<file path="config.mk">
export PLATFORM = sky130hd
export DESIGN_NAME = task_to_worker_mapper
export DESIGN_NICKNAME = d
export VERILOG_FILES = /design/src/sv/ttwm_pkg.sv /design/src/sv/ttwm_div.sv /design/src/sv/ttwm_datapath.sv /design/src/sv/ttwm_ctrl.sv /design/src/sv/task_to_worker_mapper.sv
export SDC_FILE = /design/constraint.sdc
export NUM_CORES = 2
export LEC_CHECK = 0
export ABC_AREA = 1
export BUFFER_PORTS_ARGS = -buffer_cell sky130_fd_sc_hd__buf_2
export CORE_MARGIN = 2
export CORE_UTILIZATION = 48
export DETAILED_ROUTE_END_ITERATION = 12
export GPL_TIMING_DRIVEN = 0
export PLACE_DENSITY_LB_ADDON = 0.1
export RECOVER_POWER = 25
export SLEW_MARGIN = 0
export SYNTH_ARGS = -nofsm -noshare
export SYNTH_HDL_FRONTEND = slang
export SYNTH_HIERARCHICAL = 1
export SYNTH_SLANG_ARGS = --single-unit
</file>
<file path="constraint.sdc">
create_clock -name clk -period 16.19 [get_ports clk]
set_clock_uncertainty 0.1 [all_clocks]
set_input_delay 3.238 -clock clk [delete_from_list [all_inputs] [get_ports clk]]
set_output_delay 3.238 -clock clk [all_outputs]
set_load 0.02 [all_outputs]
</file>
<file path="src/sv/ttwm_pkg.sv">
// ============================================================================
// ttwm_pkg: shared types and constants of the task to worker mapper
// Field widths, register indexes, mode codes, controller states and the
// least-loaded comparator node used by the datapath.
// ============================================================================
`default_nettype none

package ttwm_pkg;

    localparam int WORKERS    = 16;
    localparam int IDX_BITS   = 4;
    localparam int COUNT_BITS = 5;
    localparam int LOAD_BITS  = 40;
    localparam int DUR_BITS   = 32;
    localparam int TASK_BITS  = 16;
    localparam int MODE_BITS  = 2;
    localparam int CFG_IDX_BITS  = 2;
    localparam int CFG_DATA_BITS = 16;

    // Register indexes on the configuration port.
    localparam logic [CFG_IDX_BITS-1:0] REG_MAPPING_MODE = 2'd0;
    localparam logic [CFG_IDX_BITS-1:0] REG_WORKER_COUNT = 2'd1;
    localparam logic [CFG_IDX_BITS-1:0] REG_TASK_TOTAL   = 2'd2;

    // Mapping modes. The unused code behaves as dynamic mode.
    localparam logic [MODE_BITS-1:0] MODE_DYNAMIC = 2'd0;
    localparam logic [MODE_BITS-1:0] MODE_CYCLIC  = 2'd1;
    localparam logic [MODE_BITS-1:0] MODE_BLOCK   = 2'd2;

    localparam logic [LOAD_BITS-1:0] LOAD_MAX = {LOAD_BITS{1'b1}};
    localparam logic [TASK_BITS-1:0] TASK_MAX = {TASK_BITS{1'b1}};

    typedef struct packed {
        logic [DUR_BITS-1:0] duration;
        logic                restart;
    } task_req_t;

    typedef struct packed {
        logic [IDX_BITS-1:0]  worker_index;
        logic [LOAD_BITS-1:0] worker_load;
        logic [LOAD_BITS-1:0] peak_load;
    } result_t;

    typedef enum logic [2:0] {
        S_IDLE,
        S_TREE,
        S_APPLY,
        S_LOAD,
        S_DIV
    } state_t;

    typedef struct packed {
        logic capture;
        logic tree_load;
        logic apply;
        logic div_load;
    } mapper_cmd_t;

    typedef struct packed {
        logic div_done;
    } mapper_status_t;

    typedef struct packed {
        logic                 valid;
        logic [IDX_BITS-1:0]  idx;
        logic [LOAD_BITS-1:0] load;
    } node_t;

    // Pick the smaller load of two nodes; on a tie the higher-index node wins.
    function automatic node_t combine_nodes(input node_t lo, input node_t hi);
        node_t r;
        if (!hi.valid) begin
            r = lo;
        end else if (!lo.valid) begin
            r = hi;
        end else if (hi.load <= lo.load) begin
            r = hi;
        end else begin
            r = lo;
        end
        return r;
    endfunction

endpackage

`default_nettype wire

</file>
<file path="src/sv/ttwm_div.sv">
// ============================================================================
// ttwm_div: restoring divider for the block size
// Divides the task total by the active worker count, one quotient bit per
// cycle, and keeps the quotient and remainder until the next load.
// ============================================================================
`default_nettype none

module ttwm_div
    import ttwm_pkg::*;
(
    input  wire logic                  clk,
    input  wire logic                  rst_n,
    input  wire logic                  load,
    input  wire logic [TASK_BITS-1:0]  dividend,
    input  wire logic [COUNT_BITS-1:0] divisor,
    output logic      [TASK_BITS-1:0]  quotient,
    output logic      [COUNT_BITS-1:0] remainder,
    output logic                       done
);

    logic [TASK_BITS-1:0]  quo_reg, quo_next;
    logic [COUNT_BITS-1:0] rem_reg, rem_next;
    logic [COUNT_BITS-1:0] cnt_reg, cnt_next;
    logic [COUNT_BITS:0]   trial;

    always_comb
    begin
        trial    = {rem_reg, quo_reg[TASK_BITS-1]};
        quo_next = quo_reg;
        rem_next = rem_reg;
        cnt_next = cnt_reg;
        if (load)
        begin
            quo_next = dividend;
            rem_next = '0;
            cnt_next = COUNT_BITS'(TASK_BITS);
        end
        else if (cnt_reg != '0)
        begin
            if (trial >= {1'b0, divisor})
            begin
                rem_next = COUNT_BITS'(trial - {1'b0, divisor});
                quo_next = {quo_reg[TASK_BITS-2:0], 1'b1};
            end
            else
            begin
                rem_next = trial[COUNT_BITS-1:0];
                quo_next = {quo_reg[TASK_BITS-2:0], 1'b0};
            end
            cnt_next = cnt_reg - 1'b1;
        end
    end

    // Reset leaves 0 / 16, which matches the register reset values.
    always_ff @(posedge clk or negedge rst_n)
    begin
        if (!rst_n)
        begin
            quo_reg <= '0;
            rem_reg <= '0;
            cnt_reg <= '0;
        end
        else
        begin
            quo_reg <= quo_next;
            rem_reg <= rem_next;
            cnt_reg <= cnt_next;
        end
    end

    assign quotient  = quo_reg;
    assign remainder = rem_reg;
    assign done      = (cnt_reg == '0);

endmodule

`default_nettype wire

</file>
<file path="src/sv/ttwm_datapath.sv">
// ============================================================================
// ttwm_datapath: loads, counters, selection logic and result register
// Holds the configuration registers and per-worker loads, runs the
// least-loaded comparator tree in the tree and apply states and applies each request.
// ============================================================================
`default_nettype none

module ttwm_datapath
    import ttwm_pkg::*;
(
    input  wire logic                     clk,
    input  wire logic                     rst_n,
    input  wire logic                     cfg_we,
    input  wire logic [CFG_IDX_BITS-1:0]  cfg_index,
    input  wire logic [CFG_DATA_BITS-1:0] cfg_data,
    input  wire task_req_t                task_req,
    input  wire mapper_cmd_t              cmd,
    output mapper_status_t                status,
    output result_t                       result
);

    logic [MODE_BITS-1:0]  mode_reg;
    logic [COUNT_BITS-1:0] wcount_reg;
    logic [TASK_BITS-1:0]  total_reg;

    task_req_t             in_reg;
    logic [LOAD_BITS-1:0]  loads_reg [WORKERS];
    logic [TASK_BITS-1:0]  ts_reg, ts_next;
    logic [IDX_BITS-1:0]   ptr_reg, ptr_next;
    logic [IDX_BITS-1:0]   bw_reg, bw_next;
    logic [TASK_BITS-1:0]  fill_reg, fill_next;
    logic [LOAD_BITS-1:0]  max_reg, max_next;
    node_t                 node_reg [4];
    result_t               result_reg;

    logic [COUNT_BITS-1:0] n_act;
    logic [TASK_BITS-1:0]  base;
    logic [COUNT_BITS-1:0] rem;
    logic                  div_done;

    node_t                 leaf [WORKERS];
    node_t                 lvl1 [8];
    node_t                 lvl2 [4];
    node_t                 lvl3 [2];
    node_t                 best;

    logic [TASK_BITS-1:0]  e_ts, e_fill, fill0;
    logic [IDX_BITS-1:0]   e_ptr, e_bw, bw0, nb;
    logic [LOAD_BITS-1:0]  e_max, e_load;
    logic [TASK_BITS:0]    bsize;
    logic [IDX_BITS-1:0]   w;
    logic [LOAD_BITS:0]    sum_wide;
    logic [LOAD_BITS-1:0]  sum;

    // Configuration registers.
    always_ff @(posedge clk or negedge rst_n)
    begin
        if (!rst_n)
        begin
            mode_reg   <= MODE_DYNAMIC;
            wcount_reg <= COUNT_BITS'(WORKERS);
            total_reg  <= '0;
        end
        else if (cfg_we)
        begin
            case (cfg_index)
                REG_MAPPING_MODE: mode_reg   <= cfg_data[MODE_BITS-1:0];
                REG_WORKER_COUNT: wcount_reg <= cfg_data[COUNT_BITS-1:0];
                REG_TASK_TOTAL:   total_reg  <= cfg_data[TASK_BITS-1:0];
                default: ;
            endcase
        end
    end

    always_comb
    begin
        if (wcount_reg == '0)
        begin
            n_act = COUNT_BITS'(1);
        end
        else if (wcount_reg > COUNT_BITS'(WORKERS))
        begin
            n_act = COUNT_BITS'(WORKERS);
        end
        else
        begin
            n_act = wcount_reg;
        end
    end

    ttwm_div u_div (
        .clk       (clk),
        .rst_n     (rst_n),
        .load      (cmd.div_load),
        .dividend  (total_reg),
        .divisor   (n_act),
        .quotient  (base),
        .remainder (rem),
        .done      (div_done)
    );

    assign status.div_done = div_done;

    // Comparator tree; the first two levels are registered in the tree cycle.
    always_comb
    begin
        for (int i = 0; i < WORKERS; i++)
        begin
            leaf[i].valid = (COUNT_BITS'(i) < n_act);
            leaf[i].idx   = IDX_BITS'(i);
            leaf[i].load  = loads_reg[i];
        end
        for (int j = 0; j < 8; j++)
        begin
            lvl1[j] = combine_nodes(leaf[2*j], leaf[2*j+1]);
        end
        for (int k = 0; k < 4; k++)
        begin
            lvl2[k] = combine_nodes(lvl1[2*k], lvl1[2*k+1]);
        end
        lvl3[0] = combine_nodes(node_reg[0], node_reg[1]);
        lvl3[1] = combine_nodes(node_reg[2], node_reg[3]);
        best    = combine_nodes(lvl3[0], lvl3[1]);
    end

    // Selection and update for the captured request.
    always_comb
    begin
        e_ts   = in_reg.restart ? '0 : ts_reg;
        e_ptr  = in_reg.restart ? '0 : ptr_reg;
        e_bw   = in_reg.restart ? '0 : bw_reg;
        e_fill = in_reg.restart ? '0 : fill_reg;
        e_max  = in_reg.restart ? '0 : max_reg;

        ptr_next  = ptr_reg;
        bw_next   = bw_reg;
        fill_next = fill_reg;
        if (in_reg.restart)
        begin
            ptr_next  = '0;
            bw_next   = '0;
            fill_next = '0;
        end

        // Block mode: at most one step forward, then skip any empty blocks.
        bw0   = ({1'b0, e_bw} >= n_act) ? IDX_BITS'(n_act - 1'b1) : e_bw;
        bsize = {1'b0, base} + ((COUNT_BITS'(bw0) < rem) ? 1'b1 : 1'b0);
        nb    = bw0;
        fill0 = e_fill;
        if ((COUNT_BITS'(bw0) + 1'b1 < n_act) && ({1'b0, e_fill} >= bsize))
        begin
            nb    = bw0 + 1'b1;
            fill0 = '0;
            if ((base == '0) && (COUNT_BITS'(nb) >= rem))
            begin
                nb = IDX_BITS'(n_act - 1'b1);
            end
        end

        case (mode_reg)
            MODE_CYCLIC:
            begin
                w        = ({1'b0, e_ptr} >= n_act) ? '0 : e_ptr;
                ptr_next = (COUNT_BITS'(w) + 1'b1 >= n_act) ? '0 : w + 1'b1;
            end
            MODE_BLOCK:
            begin
                w         = nb;
                bw_next   = nb;
                fill_next = (fill0 < TASK_MAX) ? fill0 + 1'b1 : fill0;
            end
            default:
            begin
                if (e_ts < TASK_BITS'(n_act))
                begin
                    w = e_ts[IDX_BITS-1:0];
                end
                else
                begin
                    w = best.idx;
                end
            end
        endcase

        ts_next  = (e_ts < TASK_MAX) ? e_ts + 1'b1 : e_ts;
        e_load   = in_reg.restart ? '0 : loads_reg[w];
        sum_wide = {1'b0, e_load} + (LOAD_BITS+1)'(in_reg.duration);
        sum      = sum_wide[LOAD_BITS] ? LOAD_MAX : sum_wide[LOAD_BITS-1:0];
        max_next = (sum > e_max) ? sum : e_max;
    end

    always_ff @(posedge clk)
    begin
        if (cmd.capture)
        begin
            in_reg <= task_req;
        end
        if (cmd.tree_load)
        begin
            for (int k = 0; k < 4; k++)
            begin
                node_reg[k] <= lvl2[k];
            end
        end
        if (cmd.apply)
        begin
            result_reg.worker_index <= w;
            result_reg.worker_load  <= sum;
            result_reg.peak_load    <= max_next;
        end
    end

    always_ff @(posedge clk or negedge rst_n)
    begin
        if (!rst_n)
        begin
            for (int i = 0; i < WORKERS; i++)
            begin
                loads_reg[i] <= '0;
            end
            ts_reg   <= '0;
            ptr_reg  <= '0;
            bw_reg   <= '0;
            fill_reg <= '0;
            max_reg  <= '0;
        end
        else if (cmd.apply)
        begin
            for (int i = 0; i < WORKERS; i++)
            begin
                if (IDX_BITS'(i) == w)
                begin
                    loads_reg[i] <= sum;
                end
                else if (in_reg.restart)
                begin
                    loads_reg[i] <= '0;
                end
            end
            ts_reg   <= ts_next;
            ptr_reg  <= ptr_next;
            bw_reg   <= bw_next;
            fill_reg <= fill_next;
            max_reg  <= max_next;
        end
    end

    assign result = result_reg;

endmodule

`default_nettype wire

</file>
<file path="src/sv/ttwm_ctrl.sv">
// ============================================================================
// ttwm_ctrl: request sequencer of the task to worker mapper
// Steps each request through capture, tree and apply, owns the result valid
// flag and holds requests off while the block size is being recomputed.
// ============================================================================
`default_nettype none

module ttwm_ctrl
    import ttwm_pkg::*;
(
    input  wire logic           clk,
    input  wire logic           rst_n,
    input  wire logic           task_valid,
    output logic                task_ready,
    output logic                result_valid,
    input  wire logic           result_ready,
    input  wire logic           cfg_we,
    input  wire mapper_status_t status,
    output mapper_cmd_t         cmd
);

    state_t state_reg, state_next;
    logic   out_valid_reg, out_valid_next;
    logic   out_free;

    assign out_free = !out_valid_reg || result_ready;

    always_comb
    begin
        state_next = state_reg;
        case (state_reg)
            S_IDLE:
            begin
                if (task_valid)
                begin
                    state_next = S_TREE;
                end
                else if (cfg_we)
                begin
                    state_next = S_LOAD;
                end
            end
            S_TREE:  state_next = S_APPLY;
            S_APPLY:
            begin
                if (out_free)
                begin
                    state_next = S_IDLE;
                end
            end
            S_LOAD:  state_next = cfg_we ? S_LOAD : S_DIV;
            S_DIV:
            begin
                if (cfg_we)
                begin
                    state_next = S_LOAD;
                end
                else if (status.div_done)
                begin
                    state_next = S_IDLE;
                end
            end
            default: state_next = S_IDLE;
        endcase
    end

    always_comb
    begin
        task_ready    = (state_reg == S_IDLE);
        cmd.capture   = (state_reg == S_IDLE) && task_valid;
        cmd.tree_load = (state_reg == S_TREE);
        cmd.apply     = (state_reg == S_APPLY) && out_free;
        cmd.div_load  = (state_reg == S_LOAD);
        if (cmd.apply)
        begin
            out_valid_next = 1'b1;
        end
        else if (result_ready)
        begin
            out_valid_next = 1'b0;
        end
        else
        begin
            out_valid_next = out_valid_reg;
        end
    end

    always_ff @(posedge clk or negedge rst_n)
    begin
        if (!rst_n)
        begin
            state_reg     <= S_IDLE;
            out_valid_reg <= 1'b0;
        end
        else
        begin
            state_reg     <= state_next;
            out_valid_reg <= out_valid_next;
        end
    end

    assign result_valid = out_valid_reg;

    // A new result only ever appears out of the apply cycle.
    a_result_from_apply: assert property (@(posedge clk) disable iff (!rst_n)
        $rose(out_valid_reg) |-> $past(state_reg == S_APPLY))
        else $error("result valid rose without an apply cycle");

    // An accepted request always moves on to the tree cycle.
    a_accept_to_tree: assert property (@(posedge clk) disable iff (!rst_n)
        (task_valid && task_ready) |=> (state_reg == S_TREE))
        else $error("accepted request did not enter the tree cycle");

    // No request is taken while the block size is being recomputed.
    a_no_accept_in_div: assert property (@(posedge clk) disable iff (!rst_n)
        (state_reg == S_LOAD || state_reg == S_DIV) |-> !task_ready)
        else $error("request accepted during the block size division");

    // Apply never overwrites a result that has not been taken.
    a_no_overwrite: assert property (@(posedge clk) disable iff (!rst_n)
        cmd.apply |-> (!out_valid_reg || result_ready))
        else $error("apply overwrote a pending result");

endmodule

`default_nettype wire

</file>
<file path="src/sv/task_to_worker_mapper.sv">
// ============================================================================
// task_to_worker_mapper: greedy least-loaded task scheduler
// Assigns each task duration to one of up to sixteen workers in dynamic
// least-loaded, cyclic or block mode and reports the new and peak loads.
// ============================================================================
//
//   Channel   Handshake                 Payload
//   -------   -----------------------   -----------------------------------
//   task      task_valid / task_ready   task_req  (duration, restart)
//   result    result_valid / result_r.  result    (worker_index, loads)
//   config    cfg_we                    cfg_index, cfg_data
//
// A request is accepted when idle; the tree state registers the first two
// levels of the sixteen-way comparator tree, and the apply state finishes the
// tree, adds the duration and updates the loads; no new request is taken
// until the last one is applied. A configuration write while idle with no
// request offered, or during a recompute, starts a recompute of the block
// size in a bit-serial divider, during which no request is taken. After reset
// all loads and counters are zero and the registers hold their reset values.
// A stalled result only holds the apply cycle once the next request has been taken.
`default_nettype none

module task_to_worker_mapper
    import ttwm_pkg::*;
(
    input  wire logic                     clk,
    input  wire logic                     rst_n,
    input  wire logic                     task_valid,
    output logic                          task_ready,
    input  wire task_req_t                task_req,
    output logic                          result_valid,
    input  wire logic                     result_ready,
    output result_t                       result,
    input  wire logic                     cfg_we,
    input  wire logic [CFG_IDX_BITS-1:0]  cfg_index,
    input  wire logic [CFG_DATA_BITS-1:0] cfg_data
);

    // Commands flow from the sequencer to the datapath; the datapath only
    // reports back when the block size division has finished.
    mapper_cmd_t    cmd;
    mapper_status_t status;

    ttwm_ctrl u_ctrl (
        .clk          (clk),
        .rst_n        (rst_n),
        .task_valid   (task_valid),
        .task_ready   (task_ready),
        .result_valid (result_valid),
        .result_ready (result_ready),
        .cfg_we       (cfg_we),
        .status       (status),
        .cmd          (cmd)
    );

    // The datapath keeps the configuration registers, the per-worker loads,
    // the mode counters and the result register that parts the two sides.
    ttwm_datapath u_datapath (
        .clk       (clk),
        .rst_n     (rst_n),
        .cfg_we    (cfg_we),
        .cfg_index (cfg_index),
        .cfg_data  (cfg_data),
        .task_req  (task_req),
        .cmd       (cmd),
        .status    (status),
        .result    (result)
    );

endmodule

`default_nettype wire

</file>
==> metrics.txt <==
# TYPE chip_impl_metric gauge
chip_impl_info{name="result_of_the_run",value="complete, but fails checks"} 1
chip_impl_info{name="failed_checks",value="max-capacitance violations, max-slew violations"} 1
chip_impl_info{name="route.top_layer_used",value="met5"} 1
chip_impl_metric{name="count_of_yosys_warnings_during_synthesis",unit=""} 6
chip_impl_metric{name="core",unit="um2"} 139900
chip_impl_metric{name="final-hold-violation-count",unit=""} 0
chip_impl_metric{name="seq_area_frac_synth",unit="%"} 41.30
chip_impl_metric{name="dr_total_vias",unit=""} 64380
chip_impl_metric{name="seq_area",unit="um2"} 28020
chip_impl_metric{name="portbufs",unit=""} 141
chip_impl_metric{name="clockBufferDepth",unit=""} 3
chip_impl_metric{name="final_nets",unit=""} 9335
chip_impl_metric{name="synth_cell_types",unit=""} 70
chip_impl_metric{name="grt_max_degree",unit=""} 112
chip_impl_metric{name="synthArstFlopShare",unit="%"} 72.79
chip_impl_metric{name="hpwlAfterDp",unit="um"} 235400
chip_impl_info{name="path_class",value="reg -> reg"} 1
chip_impl_metric{name="clkSinkCount",unit=""} 1062
chip_impl_metric{name="groute.usage.overall",unit="%"} 39.03
chip_impl_metric{name="synth_enable_flop_cells",unit=""} 289
chip_impl_metric{name="finalCriticalPeriod",unit="ns"} 15.95
chip_impl_metric{name="post_route_cells_drive_above_1_share",unit="%"} 7.557
chip_impl_metric{name="max_slew.worst_pin.slew",unit="ns"} 5.727
chip_impl_metric{name="firstDrtPassIters",unit=""} 7
chip_impl_metric{name="fp.dieArea",unit="um2"} 144400
chip_impl_metric{name="area_occupied_by_multi_input_gates",unit="um2"} 34560
chip_impl_metric{name="max_freq",unit="GHz"} 0.06269
chip_impl_metric{name="final_max_slew_viol_count",unit=""} 310
chip_impl_info{name="synth_top_cells_by_area",value="dfrtp_1, ha_1, edfxtp_1"} 1
chip_impl_info{name="hp-class",value="reg -> reg"} 1
chip_impl_metric{name="viasPerCell",unit=""} 6.110
chip_impl_metric{name="syn_area",unit="um2"} 67860
chip_impl_metric{name="worstPathArrival",unit="ns"} 16.37
chip_impl_metric{name="largest_register_ff_count",unit=""} 640
chip_impl_info{name="worst_path_most_repeated_cell",value="nand2_1"} 1
chip_impl_metric{name="place_inst",unit=""} 10270
chip_impl_metric{name="worstPathMaxFanout",unit=""} 10
chip_impl_info{name="cts_tree",value="built"} 1
chip_impl_metric{name="tritoncts.num_buffers",unit=""} 133
chip_impl_metric{name="num-fill-cells",unit=""} 13250
chip_impl_metric{name="grt_pass1_vias",unit=""} 61400
chip_impl_metric{name="finalCoreUtilization",unit="%"} 54.31
chip_impl_metric{name="max_stage_delay_on_crit_path",unit="ns"} 0.86
chip_impl_metric{name="syn_area_per_cell",unit="um2"} 8.246
chip_impl_metric{name="initial_core_util",unit="%"} 48.51
chip_impl_metric{name="route.final.wire_length",unit="um"} 288000
chip_impl_info{name="critical_path_endpoint_category",value="flop"} 1
chip_impl_metric{name="num_rows",unit=""} 137
chip_impl_metric{name="fin_cells",unit=""} 10540
chip_impl_metric{name="setup-tns-final",unit="ns"} 0
chip_impl_info{name="synthMostInstantiatedCell",value="nand2_1"} 1
chip_impl_metric{name="report.final.setup_viol",unit=""} 0
chip_impl_metric{name="layout_worst_path_cycle_share",unit="%"} 98.52
chip_impl_info{name="crit_path_top_delay_cell",value="o21ai_0"} 1
chip_impl_info{name="synth.top_cells.by_count",value="nand2_1, o21ai_0, inv_1"} 1
chip_impl_metric{name="worst_slew_margin_rel",unit="%"} -281.8
chip_impl_metric{name="clk_latency",unit="ns"} 0.79
chip_impl_metric{name="dr.first_iter.drc_count",unit=""} 7255
chip_impl_info{name="synthDominantAreaCellType",value="dfrtp_1"} 1
chip_impl_info{name="clk_root_buffer_cell",value="clkbuf_16"} 1
chip_impl_metric{name="antenna_violations_before_repair",unit=""} 14
chip_impl_metric{name="routedLengthMet1",unit="um"} 117200
chip_impl_metric{name="met2_wirelength",unit="um"} 127400
chip_impl_metric{name="htree_num_levels",unit=""} 4
chip_impl_metric{name="synthDominantCellAreaShare",unit="%"} 28.47
chip_impl_metric{name="area_delta_synth_final",unit="%"} 11.96
chip_impl_metric{name="maxCapViolCount",unit=""} 8
chip_impl_metric{name="grt_remaining_overflow",unit=""} 0
chip_impl_info{name="synth_top_flop_cell",value="dfrtp_1"} 1
chip_impl_metric{name="postSynthRegisterBits",unit=""} 1062
chip_impl_metric{name="grt_pass1_wl",unit="um"} 411400
chip_impl_metric{name="die_h",unit="um"} 380.0
chip_impl_info{name="rsz0062_at_grt",value="no"} 1
chip_impl_info{name="cp-start-kind",value="flop"} 1
chip_impl_metric{name="synthesis.nets",unit=""} 9020
chip_impl_metric{name="ioPinCount",unit=""} 142
chip_impl_metric{name="remaining_drc_errors",unit=""} 0
chip_impl_metric{name="synthesized_instance_count",unit=""} 8229
chip_impl_metric{name="die_x",unit="um"} 380.0
chip_impl_metric{name="antenna_violating_nets_post_route",unit=""} 0
chip_impl_metric{name="gpl.final_weighted_congestion",unit=""} 1.022
chip_impl_metric{name="clk_transition_reported_paths",unit="ns"} 0.06
chip_impl_metric{name="cp_data_required_time",unit="ns"} 16.61
chip_impl_metric{name="met3RoutedLength",unit="um"} 26400
chip_impl_metric{name="wire_per_inst",unit="um"} 27.33
-- area by class of cell --
cell class	instances	area share, %
clock inverter	58	0.7098
buffer	433	2.540
sequential	1062	36.89
clock buffer	187	5.000
inverter	991	4.911
multi-input combinational	5741	45.49
antenna	7	0.02306
timing repair buffer	182	1.352
tap	1876	3.090
-- worst paths after layout --
check / from / end / slack [ns] / cells after the start
max in group asynchronous: rst_n / u_datapath/u_div/quotient[7] / 4.31 / 5
worst max register to register: u_datapath/node_reg[3][21] / u_datapath/result[35] / 0.24 / 62
worst max-delay path: u_datapath/node_reg[3][21] / u_datapath/result[35] / 0.24 / 62
worst min-delay path: u_datapath/fill_reg[7] / u_datapath/fill_reg[7] / 0.38 / 2
min in group asynchronous: rst_n / u_datapath/leaf[236] / 4.23 / 1
worst min register to register: u_datapath/fill_reg[7] / u_datapath/fill_reg[7] / 0.38 / 2
-- metal layers --
layer | vias to the layer above | global-route usage (%)
met4 | 8 | 20.36
met5 | - | 0
met1 | 31330 | 51.37
met2 | 3069 | 60.80
met3 | 625 | 7.905
li1 | 29350 | -
-- stage by stage --
stage | hold WS, ns | setup WS, ns | cell area, um2
3_5_place_dp | 0.3694 | -4.457 | 71350
6_report | 0.3846 | 0.2390 | 75970
3_3_place_gp | 0.3621 | -6.197 | 70910
2_1_floorplan | 0.3494 | 3.076 | 67860
4_1_cts | 0.3839 | -0.007992 | 75990
5_1_grt | 0.4050 | 0.03283 | 75950
-- worst max-delay path, delay by kind of cell, from the launching register on --
| kind | cells | cell delay, ns |
|---|---|---|
| AO/OA/AOI/OAI | 11 | 3.52 |
| adder cells (fa/ha/maj) | 4 | 1.47 |
| buffers and inverters | 11 | 2.91 |
| flip-flops | 1 | 0.47 |
| AND/OR/NAND/NOR | 36 | 7.12 |
-- logic make-up after synthesis --
family	share of synthesized area, %
buffers and inverters	8.170
AO/OA/AOI/OAI	19.41
multiplexers	0.1825
AND/OR/NAND/NOR	16.41
flip-flops	41.30
other	0.005526
XOR/XNOR	0.9422
adder cells (fa/ha/maj)	13.57
-- repair_timing --
item / CTS / global route
pin swaps: 4 / 6
setup endpoints to repair: 760 / 80
setup buffers: 8 / 6
hold buffers: 0 / 0
gates resized for setup: 100 / 76
-- placed cells by master (no fill, tap or decap), drive strengths merged, types with 6 or more instances in the layout --
| cell type | n |
|---|---|
| edfxtp | 289 |
| a221oi | 42 |
| buf | 257 |
| o211ai | 23 |
| xnor2 | 21 |
| mux2 | 11 |
| xor2 | 52 |
| o21ai | 1003 |
| o22ai | 565 |
| clkinvlp | 9 |
| a31oi | 46 |
| nor4 | 20 |
| nor2 | 304 |
| nor3 | 58 |
| o21a | 14 |
| o221ai | 91 |
| a21oi | 334 |
| or2 | 6 |
| a21o | 11 |
| a22oi | 65 |
| and2 | 13 |
| nand3 | 375 |
| clkbuf | 545 |
| a211oi | 38 |
| dfrtp | 772 |
| o21bai | 10 |
| a21boi | 10 |
| clkinv | 42 |
| ha | 733 |
| o2111ai | 6 |
| inv | 991 |
| nand3b | 6 |
| nand2 | 1764 |
| nand4 | 88 |
| diode | 7 |
| bufinv | 7 |
Power is left out: the tool's default activity adds up to more than one toggle a clock period on the data nets, which glitch-free logic cannot reach.
